[src/rtl/core/tkr_pkg.sv]
// ----------------------------------------------------------------------------
// tkr_pkg - shared types and constants of the ranking table
// entry layout, queue command, rank order compare and table sizing
// ----------------------------------------------------------------------------
package tkr_pkg;

    localparam int TABLE_SIZE = 16;
    localparam int IDX_W      = (TABLE_SIZE > 1) ? $clog2(TABLE_SIZE) : 1;
    localparam int CNT_W      = $clog2(TABLE_SIZE + 1);
    localparam int RANK_W     = 6;
    localparam int YEAR_W     = 14;
    localparam int DATE_W     = 27;
    localparam logic [YEAR_W-1:0] YEAR_DIVISOR = YEAR_W'(10000);

    typedef struct packed {
        logic        [15:0]       group;
        logic signed [15:0]       days;
        logic        [DATE_W-1:0] date;
        logic signed [31:0]       score;
        logic        [31:0]       id;
    } entry_t;

    typedef enum logic {
        CMD_OFFER = 1'b0,
        CMD_DRAIN = 1'b1
    } cmd_kind_t;

    typedef struct packed {
        cmd_kind_t kind;
        entry_t    entry;
    } cmd_t;

    // true when a ranks strictly before b
    function automatic logic ranks_before(input entry_t a, input entry_t b);
        logic res;
        if (a.score != b.score) begin
            res = (a.score > b.score);
        end else if (a.date != b.date) begin
            res = (a.date < b.date);
        end else begin
            res = (a.id < b.id);
        end
        return res;
    endfunction

endpackage

[src/rtl/core/tkr_front.sv]
// ----------------------------------------------------------------------------
// tkr_front - input word classification
// holds the year register, drops unusable offers, forwards the rest
// ----------------------------------------------------------------------------
module tkr_front import tkr_pkg::*; (
    input  logic              aclk,
    input  logic              aresetn,
    input  logic              cfg_we,
    input  logic [YEAR_W-1:0] cfg_wdata,
    input  logic              in_valid,
    output logic              in_ready,
    input  logic              in_op,
    input  entry_t            in_entry,
    output logic              push,
    output cmd_t              push_cmd,
    input  logic              q_full
);

    logic [YEAR_W-1:0] year_reg;
    logic [DATE_W:0]   year_lo;
    logic [DATE_W:0]   year_hi;
    logic              keep;

    always_ff @(posedge aclk) begin
        if (!aresetn) begin
            year_reg <= '0;
        end else if (cfg_we) begin
            year_reg <= cfg_wdata;
        end
    end

    // year window: lo <= date < lo + 10000
    assign year_lo = (DATE_W+1)'(year_reg * YEAR_DIVISOR);
    assign year_hi = year_lo + (DATE_W+1)'(YEAR_DIVISOR);

    always_comb begin
        keep = (in_entry.id != '0) && (in_entry.days > 16'sd0)
            && (in_entry.date != '0) && (year_reg != '0)
            && ({1'b0, in_entry.date} >= year_lo)
            && ({1'b0, in_entry.date} < year_hi);
    end

    assign in_ready       = !q_full;
    assign push           = in_valid && !q_full && (in_op || keep);
    assign push_cmd.kind  = in_op ? CMD_DRAIN : CMD_OFFER;
    assign push_cmd.entry = in_entry;

endmodule

[src/rtl/core/tkr_queue.sv]
// ----------------------------------------------------------------------------
// tkr_queue - two-entry command queue
// decouples classification from table work
// ----------------------------------------------------------------------------
module tkr_queue import tkr_pkg::*; (
    input  logic aclk,
    input  logic aresetn,
    input  logic push,
    input  cmd_t push_cmd,
    output logic full,
    output logic q_valid,
    output cmd_t q_cmd,
    input  logic pop
);

    cmd_t       mem_reg [2];
    logic       wr_ptr_reg;
    logic       rd_ptr_reg;
    logic [1:0] count_reg;

    always_ff @(posedge aclk) begin
        if (push) begin
            mem_reg[wr_ptr_reg] <= push_cmd;
        end
    end

    always_ff @(posedge aclk) begin
        if (!aresetn) begin
            wr_ptr_reg <= 1'b0;
            rd_ptr_reg <= 1'b0;
            count_reg  <= '0;
        end else begin
            if (push) begin
                wr_ptr_reg <= !wr_ptr_reg;
            end
            if (pop) begin
                rd_ptr_reg <= !rd_ptr_reg;
            end
            unique case ({push, pop})
                2'b10:   count_reg <= count_reg + 2'd1;
                2'b01:   count_reg <= count_reg - 2'd1;
                default: count_reg <= count_reg;
            endcase
        end
    end

    assign full    = (count_reg == 2'd2);
    assign q_valid = (count_reg != 2'd0);
    assign q_cmd   = mem_reg[rd_ptr_reg];

endmodule

[src/rtl/core/tkr_back.sv]
// ----------------------------------------------------------------------------
// tkr_back - table store and command sequencer
// scans slots one per cycle for offers and selection-sorted drains
// ----------------------------------------------------------------------------
module tkr_back import tkr_pkg::*; (
    input  logic              aclk,
    input  logic              aresetn,
    input  logic              q_valid,
    input  cmd_t              q_cmd,
    output logic              pop,
    output logic              out_valid,
    input  logic              out_ready,
    output logic              out_res,
    output logic [RANK_W-1:0] out_rank,
    output entry_t            out_entry,
    output logic              out_last
);

    typedef enum logic [5:0] {
        ST_IDLE  = 6'b000001,
        ST_OSCAN = 6'b000010,
        ST_OAPPL = 6'b000100,
        ST_DSCAN = 6'b001000,
        ST_DEMIT = 6'b010000,
        ST_EMPTY = 6'b100000
    } state_t;

    state_t            state_reg, state_next;
    entry_t            slot_reg [TABLE_SIZE];
    entry_t            cur_reg;
    entry_t            cand_reg;
    logic [IDX_W-1:0]  cand_idx_reg;
    logic              cand_ok_reg;
    logic              match_reg;
    logic [IDX_W-1:0]  match_idx_reg;
    logic [CNT_W-1:0]  fill_reg;
    logic [CNT_W-1:0]  scan_reg;
    logic [CNT_W-1:0]  rank_reg;
    logic [TABLE_SIZE-1:0] done_reg;
    logic              out_valid_reg;
    logic              out_res_reg;
    logic [RANK_W-1:0] out_rank_reg;
    entry_t            out_entry_reg;
    logic              out_last_reg;

    logic [IDX_W-1:0]  scan_idx;
    entry_t            slot_rd;
    logic              scan_end;
    logic              out_free;
    logic              wr_en;
    logic [IDX_W-1:0]  wr_idx;
    logic              is_last;

    assign scan_idx = scan_reg[IDX_W-1:0];
    assign slot_rd  = slot_reg[scan_idx];
    assign scan_end = (scan_reg == fill_reg);
    assign out_free = !out_valid_reg || out_ready;
    assign is_last  = ((rank_reg + CNT_W'(1)) == fill_reg);
    assign pop      = (state_reg == ST_IDLE) && q_valid;

    always_comb begin
        wr_en  = 1'b0;
        wr_idx = match_idx_reg;
        if (state_reg == ST_OAPPL) begin
            if (match_reg) begin
                wr_en = 1'b1;
            end else if (fill_reg < CNT_W'(TABLE_SIZE)) begin
                wr_en  = 1'b1;
                wr_idx = fill_reg[IDX_W-1:0];
            end else if (ranks_before(cur_reg, cand_reg)) begin
                wr_en  = 1'b1;
                wr_idx = cand_idx_reg;
            end
        end
    end

    always_ff @(posedge aclk) begin
        if (wr_en) begin
            slot_reg[wr_idx] <= cur_reg;
        end
    end

    always_comb begin
        state_next = state_reg;
        unique case (state_reg)
            ST_IDLE: begin
                if (q_valid) begin
                    if (q_cmd.kind == CMD_OFFER) begin
                        state_next = ST_OSCAN;
                    end else if (fill_reg == '0) begin
                        state_next = ST_EMPTY;
                    end else begin
                        state_next = ST_DSCAN;
                    end
                end
            end
            ST_OSCAN: if (scan_end) state_next = ST_OAPPL;
            ST_OAPPL: state_next = ST_IDLE;
            ST_DSCAN: if (scan_end) state_next = ST_DEMIT;
            ST_DEMIT: begin
                if (out_free) begin
                    state_next = is_last ? ST_IDLE : ST_DSCAN;
                end
            end
            ST_EMPTY: if (out_free) state_next = ST_IDLE;
            default:  state_next = ST_IDLE;
        endcase
    end

    always_ff @(posedge aclk) begin
        if (!aresetn) begin
            state_reg     <= ST_IDLE;
            fill_reg      <= '0;
            done_reg      <= '0;
            out_valid_reg <= 1'b0;
        end else begin
            state_reg <= state_next;
            if (out_ready) begin
                out_valid_reg <= 1'b0;
            end
            if (wr_en && !match_reg && (fill_reg < CNT_W'(TABLE_SIZE))) begin
                fill_reg <= fill_reg + CNT_W'(1);
            end
            if ((state_reg == ST_DEMIT) && out_free) begin
                out_valid_reg <= 1'b1;
                if (is_last) begin
                    fill_reg <= '0;
                    done_reg <= '0;
                end else begin
                    done_reg[cand_idx_reg] <= 1'b1;
                end
            end
            if ((state_reg == ST_EMPTY) && out_free) begin
                out_valid_reg <= 1'b1;
            end
        end
    end

    always_ff @(posedge aclk) begin
        unique case (state_reg)
            ST_IDLE: begin
                cur_reg     <= q_cmd.entry;
                scan_reg    <= '0;
                rank_reg    <= '0;
                cand_ok_reg <= 1'b0;
                match_reg   <= 1'b0;
            end
            ST_OSCAN: begin
                if (!scan_end) begin
                    scan_reg <= scan_reg + CNT_W'(1);
                    if (slot_rd.id == cur_reg.id) begin
                        match_reg     <= 1'b1;
                        match_idx_reg <= scan_idx;
                    end
                    // worst entry so far
                    if (!cand_ok_reg || ranks_before(cand_reg, slot_rd)) begin
                        cand_ok_reg  <= 1'b1;
                        cand_reg     <= slot_rd;
                        cand_idx_reg <= scan_idx;
                    end
                end
            end
            ST_DSCAN: begin
                if (!scan_end) begin
                    scan_reg <= scan_reg + CNT_W'(1);
                    // best entry not yet emitted
                    if (!done_reg[scan_idx]
                        && (!cand_ok_reg || ranks_before(slot_rd, cand_reg))) begin
                        cand_ok_reg  <= 1'b1;
                        cand_reg     <= slot_rd;
                        cand_idx_reg <= scan_idx;
                    end
                end
            end
            ST_DEMIT: begin
                if (out_free) begin
                    out_res_reg   <= 1'b1;
                    out_rank_reg  <= RANK_W'(rank_reg);
                    out_entry_reg <= cand_reg;
                    out_last_reg  <= is_last;
                    rank_reg      <= rank_reg + CNT_W'(1);
                    scan_reg      <= '0;
                    cand_ok_reg   <= 1'b0;
                end
            end
            ST_EMPTY: begin
                if (out_free) begin
                    out_res_reg   <= 1'b0;
                    out_rank_reg  <= '0;
                    out_entry_reg <= '0;
                    out_last_reg  <= 1'b1;
                end
            end
            default: begin
                scan_reg <= scan_reg;
            end
        endcase
    end

    assign out_valid = out_valid_reg;
    assign out_res   = out_res_reg;
    assign out_rank  = out_rank_reg;
    assign out_entry = out_entry_reg;
    assign out_last  = out_last_reg;

endmodule

[src/rtl/core/top_k_keyed_ranking_table.sv]
// ----------------------------------------------------------------------------
// top_k_keyed_ranking_table - bounded top-k table with key update
// keeps the best entries by score, date and id; drains them in rank order
// ----------------------------------------------------------------------------
//  channel | dir | tdata                                  | tuser     | tlast
//  s_      | in  | id, score, date, days_rem, group       | op        | -
//  m_      | out | rank, id, score, date, days_rem, group | valid_res | last
//  cfg_    | in  | target_year on cfg_wdata               | -         | -
//
// an offer scans the filled slots in the back end, one slot read per cycle,
// then applies the entry; dropped offers cost nothing behind the queue
// a drain runs one selection scan of the slot store per emitted word
// reset clears the fill count, the queue and the output valid flag
// the two-entry queue keeps accepting words while the back end works, until
// it is full, and the back end holds a finished word while m_tready is low
// ----------------------------------------------------------------------------
module top_k_keyed_ranking_table import tkr_pkg::*; (
    input  logic              aclk,
    input  logic              aresetn,
    // configuration
    input  logic              cfg_we,
    input  logic [YEAR_W-1:0] cfg_wdata,     // target_year
    // input words
    input  logic              s_tvalid,
    output logic              s_tready,
    input  logic [127:0]      s_tdata,       // id, score, date, days_rem, group, zero pad
    input  logic              s_tuser,       // op: 0 offer, 1 drain
    // result words
    output logic              m_tvalid,
    input  logic              m_tready,
    output logic [135:0]      m_tdata,       // rank, id, score, date, days_rem, group, pad
    output logic              m_tuser,       // valid_res
    output logic              m_tlast        // last word of a drain
);

    localparam int ENTRY_W = $bits(entry_t);

    entry_t            in_entry;
    logic              push;
    cmd_t              push_cmd;
    logic              q_full;
    logic              q_valid;
    cmd_t              q_cmd;
    logic              pop;
    logic [RANK_W-1:0] out_rank;
    entry_t            out_entry;

    // entry struct packs with the id in the low bits, same as the bus
    assign in_entry = entry_t'(s_tdata[ENTRY_W-1:0]);

    tkr_front u_front (
        .aclk     (aclk),
        .aresetn  (aresetn),
        .cfg_we   (cfg_we),
        .cfg_wdata(cfg_wdata),
        .in_valid (s_tvalid),
        .in_ready (s_tready),
        .in_op    (s_tuser),
        .in_entry (in_entry),
        .push     (push),
        .push_cmd (push_cmd),
        .q_full   (q_full)
    );

    // classified commands wait here
    tkr_queue u_queue (
        .aclk    (aclk),
        .aresetn (aresetn),
        .push    (push),
        .push_cmd(push_cmd),
        .full    (q_full),
        .q_valid (q_valid),
        .q_cmd   (q_cmd),
        .pop     (pop)
    );

    // slot store, scans and the output register
    tkr_back u_back (
        .aclk     (aclk),
        .aresetn  (aresetn),
        .q_valid  (q_valid),
        .q_cmd    (q_cmd),
        .pop      (pop),
        .out_valid(m_tvalid),
        .out_ready(m_tready),
        .out_res  (m_tuser),
        .out_rank (out_rank),
        .out_entry(out_entry),
        .out_last (m_tlast)
    );

    // rank in the low bits, then the entry, zero pad on top
    assign m_tdata = {{(136 - RANK_W - ENTRY_W){1'b0}}, out_entry, out_rank};

endmodule

[config.mk]
export PLATFORM = sky130hd
export DESIGN_NAME = top_k_keyed_ranking_table
export DESIGN_NICKNAME = d
export VERILOG_FILES = /design/src/rtl/core/tkr_pkg.sv /design/src/rtl/core/tkr_front.sv /design/src/rtl/core/tkr_queue.sv /design/src/rtl/core/tkr_back.sv /design/src/rtl/core/top_k_keyed_ranking_table.sv
export SDC_FILE = /design/constraint.sdc
export NUM_CORES = 2
export LEC_CHECK = 0
export BUFFER_PORTS_ARGS = -buffer_cell sky130_fd_sc_hd__buf_2
export CAP_MARGIN = 0
export CORE_ASPECT_RATIO = 2
export CORE_MARGIN = 4
export CORE_UTILIZATION = 48
export CTS_CLUSTER_DIAMETER = 120
export DETAILED_ROUTE_END_ITERATION = 6
export GPL_TIMING_DRIVEN = 0
export PLACE_DENSITY = 0.64
export SETUP_SLACK_MARGIN = 0.3
export SLEW_MARGIN = 20
export SYNTH_ARGS = -nofsm -noshare
export SYNTH_HDL_FRONTEND = slang
export SYNTH_HIERARCHICAL = 1
export SYNTH_SLANG_ARGS = --single-unit
[constraint.sdc]
create_clock -name aclk -period 18.5 [get_ports aclk]
set_input_delay 0.925 -clock aclk [delete_from_list [all_inputs] [get_ports aclk]]
set_output_delay 0.925 -clock aclk [all_outputs]
set_load 0.01 [all_outputs]
# ---- Word-level counts from Yosys, hierarchy flattened
# Memory sizes are Yosys's and may differ from the RTL's. A register that Yosys moved wholly into a read port is not among the register bits.
# Cells that the tools add are included.
dict set report op_classes {
  n_mul 1
  bitwise_logic 2
  reduce_logical 47
  addsub 6
  n_lt_le_gt_ge 16
  n_mux 84
  n_eq_ne 29
}
# operator n
set ops {}
lappend ops {{123-bit two-way mux} 6}
lappend ops {{123-bit case mux with 2 select lines} 2}
lappend ops {{32-bit greater-than comparator} 3}
lappend ops {{32-bit < comparator} 3}
lappend ops {{32-bit inequality test} 3}
lappend ops {{27-bit < comparator} 3}
lappend ops {{27-bit inequality test} 3}
lappend ops {{6-bit two-way mux} 9}
lappend ops {{4-bit two-way mux} 10}
lappend ops {{1-bit two-way mux} 38}
lappend ops {{32-bit == test} 1}
lappend ops {{32-bit nonzero test} 1}
lappend ops {{5-bit two-way mux} 6}
lappend ops {{6-bit case mux with 5 select lines} 1}
lappend ops {{28-bit by 14-bit adder with 28-bit output, second input constant} 1}
lappend ops {{27-bit by 28-bit greater-or-equal comparator with 1-bit output} 1}
lappend ops {{27-bit by 28-bit < comparator with 1-bit output} 1}
lappend ops {{27-bit nonzero test} 1}
lappend ops {{14-bit by 10-bit multiplier with 24-bit output, second input constant} 1}
lappend ops {{16-bit by 1-bit greater-than comparator with 1-bit output, second input constant} 1}
lappend ops {{16-bit two-way mux} 1}
lappend ops {{2-bit by 1-bit inequality test with 1-bit output, second input constant} 8}
lappend ops {{16-bit OR} 1}
lappend ops {{5-bit by 1-bit adder with 5-bit output, second input constant} 3}
lappend ops {{other kinds (38)} 77}
dict set report totals {
  n_memories 2
  ram_bits 2216
  wordCells 219
  out_inout_bits 140
  ff_bits 443
  in_bits 148
}
# memory words word_bits read_ports rd_ports_with_merged_regs wr line_no
set mem_list {}
lappend mem_list {u_back.slot_reg 16 123 1 1 1 tkr_back.sv:29} ;# entry_t slot_reg [TABLE_SIZE];
lappend mem_list {u_queue.mem_reg 2 124 1 1 1 tkr_queue.sv:16} ;# cmd_t mem_reg [2];

# ---- Logic depth before layout (Yosys ltp)
dict set report logic_depth {
  word_depth 15
  mapped_depth 33
  ltp_nobuf 33
}

# ---- Cells and area by module
# Netlist, hierarchy kept.
# mod seq_area_each_um2 n_inst cells_each area_each_um2
set modules_own_cells {}
lappend modules_own_cells {tkr_back 71628.7 1 4285 93561.0}
lappend modules_own_cells {tkr_queue 7547.2 1 408 9401.5}
lappend modules_own_cells {tkr_front 280.3 1 673 5709.2}
lappend modules_own_cells {top_k_keyed_ranking_table 0.0 1 8 56.3}

# ---- Worst setup path after synthesis
# Ideal clock, no wire load.
dict set report synth_timing {
  kind {flip-flop to flip-flop}
  startpoint {register u_back/cur_reg[30] (netlist bit)}
  endpoint {memory u_back/slot_reg[0][0] (netlist bit) (enable)}
  arrival_time_ps 14362
  period_less_slack_ps 15268
  stages_incl_launch_ff 11
  path_buffers 1
  setup_time_ps 906
  required_time_ps 17594
  slack_ps 3232
  path_cell_list {edfxtp_1 -> ha_1 -> and4_1 -> nand3_1 -> or4_1 -> a21oi_1 -> o211a_1 -> nor3_1 -> or4b_1 -> clkbuf_1 -> nor4_1}
}
dict set report synth_between {
  elab_chain_len 12
  elab_cells_between_ends 16
  classes_between {1 x order compare; 15 x mux}
}
# item line_no
set synth_lines {}
lappend synth_lines {{start, declared} tkr_back.sv:30} ;# entry_t cur_reg;
lappend synth_lines {{start signal, assigned} tkr_back.sv:142} ;# cur_reg <= q_cmd.entry;
lappend synth_lines {{32-bit < comparator *} tkr_pkg.sv:41} ;# res = (a.id < b.id);
lappend synth_lines {{1-bit two-way mux *} tkr_pkg.sv:38} ;# end else if (a.date != b.date) begin
lappend synth_lines {{1-bit two-way mux *} tkr_pkg.sv:36} ;# if (a.score != b.score) begin
lappend synth_lines {{1-bit two-way mux *} tkr_back.sv:67} ;# end else if (fill_reg < CNT_W'(TABLE_SIZE)) begin
lappend synth_lines {{1-bit two-way mux *} tkr_back.sv:65} ;# if (match_reg) begin
lappend synth_lines {{1-bit two-way mux *} tkr_back.sv:64} ;# if (state_reg == ST_OAPPL) begin
lappend synth_lines {{1-bit two-way mux} tkr_back.sv:70} ;# end else if (ranks_before(cur_reg, cand_reg)) begin
lappend synth_lines {{1-bit two-way mux} tkr_back.sv:67}
lappend synth_lines {{1-bit two-way mux} tkr_back.sv:65}
lappend synth_lines {{1-bit two-way mux} tkr_back.sv:64}
lappend synth_lines {{1-bit two-way mux} tkr_back.sv:78} ;# if (wr_en) begin
lappend synth_lines {{1-bit two-way mux (not written as such)} tkr_back.sv:79} ;# slot_reg[wr_idx] <= cur_reg;
lappend synth_lines {{end, declared} tkr_back.sv:29}
# Every way passes the cells marked *; elsewhere a longest branch is shown, timed or not. The select of a mux whose other input is x is not followed.

==> metrics <==
status=complete, no violations; Synth Flop Type=edfxtp_1; Tcrit/Tclk final=between 50% and 60%; setup TNS=0 ns; Comb pwr share=25.8%; post-cts repair resize count=0; hold crit path type=input port to flip-flop; Post-synth EDFFs=2612; asr flop ratio synth=0%; Worst Skew=0.0600 ns; Post-DP HPWL=225 mm; Final min period=10.06 ns; Levels on crit path=18; mapped cell area=0.109 sq mm; CTS tree=done; post-synthesis cell count=5374; Iter 0 DRT Violations=5960; hold path start=s_tdata[118]; top-count cell post-synth=edfxtp_1; Ports=288; Internal Power=12.4 mW; Clk network pwr share=27.1%; Worst-Margin Slew=1.21 ns; full die area=0.235 sq mm; fin. max-slew vios=0; Initial DRT Pass Iterations=6; post-route total power=18.1 mW; Critical Path AT=around 11 ns; Power Density=145 mW/mm^2; worst-path cell chain=clkbuf_1, clkbuf_1, clkbuf_1, buf_2, buf_1, buf_1, mux4_2, ha_1, nand4_1, nor4_1, nand4b_1, a41oi_1, o211ai_1, a21o_1, a21oi_4, buf_16, buf_16, buf_16; share of the synthesized area in the top cell type=72.1%; Yosys reg bits=2663; initial antenna violation count=27; largest net degree at the start of global routing=68; Routed WL=302 mm; slowest CP cell=clkbuf_1; grt total ovfl=0; hold path depth=1; startpoint class of the critical path=flip-flop; fmax=99.4 MHz; number of setup violations in the final report=0; maximum vdd drop=0.000107 V; GRT Total Usage=25.8%; max reg flops=1968; # nets final=6790; layout cells sized above 1=between 30% and 40%; Critical Path RT=roughly 19 ns; clock sink count=2663; Slew HR=between 10% and 20%; WS Path Type=flip-flop to flip-flop; sw frac=31.6%; FP Rows=roughly 250; area leader, netlist=edfxtp_1; DR WL/cell=31.9 um; global-route wire length before repair=427 mm; via count=around 57k; register area share after synthesis=approximately three quarters; Routed Antenna Nets=0; Buf/Inv on CP=9; clock slew at reported path FFs=0.07 ns; max cap viols=0; number of global-route vias before repair=58.3k; switching power=5.73 mW; Starting Density=48.3%; Yosys Warn Count=6; Worst-Skew Late Latency=0.88 ns; RSZ-0062 raised after global routing=no; Core Area=0.225 sq mm; CTS max path bufs=4; CTS H-Tree Depth=4; CP Max Fanout=20; hold_buf cts=0; Mean Syn Cell Area=20.2 sq um; Root Buffer=clkbuf_16; Seq pwr share=a little under half; final hold vios=0; dpl cells=around 9k; number of buffers created by CTS=230; vias per std cell=5.98; Crit path largest cell delay=0.92 ns; IO Port Bufs=225; Synth cell types=88; delay-heaviest family, CP=buffers and inverters; drc violations=0; Leakage=42.8 nW; Worst setup EP type=flip-flop; synth-to-layout area growth=15.1%; Die Y=681 um; Worst R2R Path Depth=18; final std cells w/o fill=~9.5k; Post-synth top cells=edfxtp_1, mux4_2, ha_1, inv_1, buf_4; # Post-CTS Setup Buffers=0; Die Wd=345 um; synth top area cells=edfxtp_1, mux4_2, ha_1; Placer Congestion=about 0.9
-- cell type report --
type | count | area [sq um]
inverters | 201 | 762
clock buffers | 267 | 5990
well taps | 2976 | 3720
repair buffers | 696 | 4860
diodes | 11 | 27.5
clock inverters | 152 | 1560
multi-input cells | 2187 | 26700
flip-flops and latches | 2663 | 79500
plain buffers | 329 | 1990
fillers | 17100 | 99900
-- cells in the final DEF, fill, tap and decap left out, types with 41 or more instances in the layout --
| cell | Yosys | routed |
|---|---|---|
| edfxtp_1 | 2612 | 2612 |
| mux4_2 | 583 | 583 |
| buf_2 | 62 | 462 |
| buf_4 | 142 | 377 |
| ha_1 | 305 | 305 |
| clkbuf_16 | 0 | 231 |
| inv_1 | 200 | 199 |
| and2_1 | 135 | 134 |
| nand2_1 | 111 | 111 |
| clkbuf_1 | 99 | 107 |
| a21oi_1 | 100 | 98 |
| nor2_1 | 83 | 82 |
| mux2_2 | 79 | 79 |
| mux2i_1 | 66 | 66 |
| mux2_4 | 60 | 60 |
| o21ai_0 | 57 | 55 |
| dfxtp_1 | 51 | 51 |
| buf_6 | 13 | 49 |
| xnor2_1 | 42 | 42 |
| clkinv_2 | 0 | 41 |
| nor2b_1 | 41 | 41 |
| nand4_1 | 41 | 41 |
-- worst register-to-register path, stage by stage, from the launching register on --
cell and delay, ns:
dfxtp_1 0.48, clkbuf_1 0.58, clkbuf_1 0.93, clkbuf_1 0.58, buf_2 0.59, buf_1 0.81
buf_1 0.89, mux4_2 0.55, ha_1 0.36, nand4_1 0.19, nor4_1 0.58, nand4b_1 0.65
a41oi_1 0.63, o211ai_1 0.42, a21o_1 0.34, a21oi_4 0.46, buf_16 0.25, buf_16 0.20
buf_16 0.21
-- stage by stage --
step                hold slack (ns)  setup WS [ns]  util, %  area (sq um)
global route                  0.197           8.48     55.6        125000
floorplan                     0.431           3.23        -        109000
detailed placement            0.462           8.59     52.2        118000
finish                        0.232           8.44     55.6        125000
global placement              0.442         -17.25     50.5        114000
CTS                           0.149           8.55     55.6        125000
-- final timing paths --
check	slack, ns	endpoint
min	0.23	u_queue/mem_reg[1][118]
max	8.44	u_back/cand_reg[76]
max reg2reg	8.44	u_back/cand_reg[76]
min reg2reg	0.48	u_back/done_reg[1]
-- per-layer routing --
| metal | wire (um) | GRT usage [%] |
|---|---|---|
| met5 | 49 | 0 |
| met4 | 17700 | 12.2 |
| met3 | 20200 | 3.48 |
| met2 | 159000 | 46.1 |
| met1 | 105000 | 30.8 |
-- kinds of logic (layout without fill, tap and decap cells) --
| logic type | Yosys count | after routing | share of synthesized area, % |
|---|---|---|---|
| xor gates and xnor gates | 75 | 75 | 0.604 |
| other | 2 | 19 | 0.00691 |
| and+or+nand+nor | 628 | 628 | 3.25 |
| AOI/OAI and AO/OA | 354 | 354 | 2.19 |
| DFF | 2663 | 2663 | 73.1 |
| muxes | 788 | 788 | 14.3 |
| buffers and inverters | 530 | 1645 | 2.49 |
| adders and majority gates | 334 | 334 | 4.04 |
-- power by group through the flow --
| stage | logic (mW) | registers (mW) | clock network (mW) |
|---|---|---|---|
| after detailed placement | 4.68 | 8.69 | 0 |
| after global placement | 4.54 | 8.70 | 0 |
| after floorplan | 2.99 | 8.31 | 0 |
| after global routing | 4.95 | 8.63 | 5.24 |
| after CTS | 4.70 | 8.56 | 4.99 |
| final | 4.67 | 8.56 | 4.91 |
Note: power is estimated with default switching activity, not from simulation.
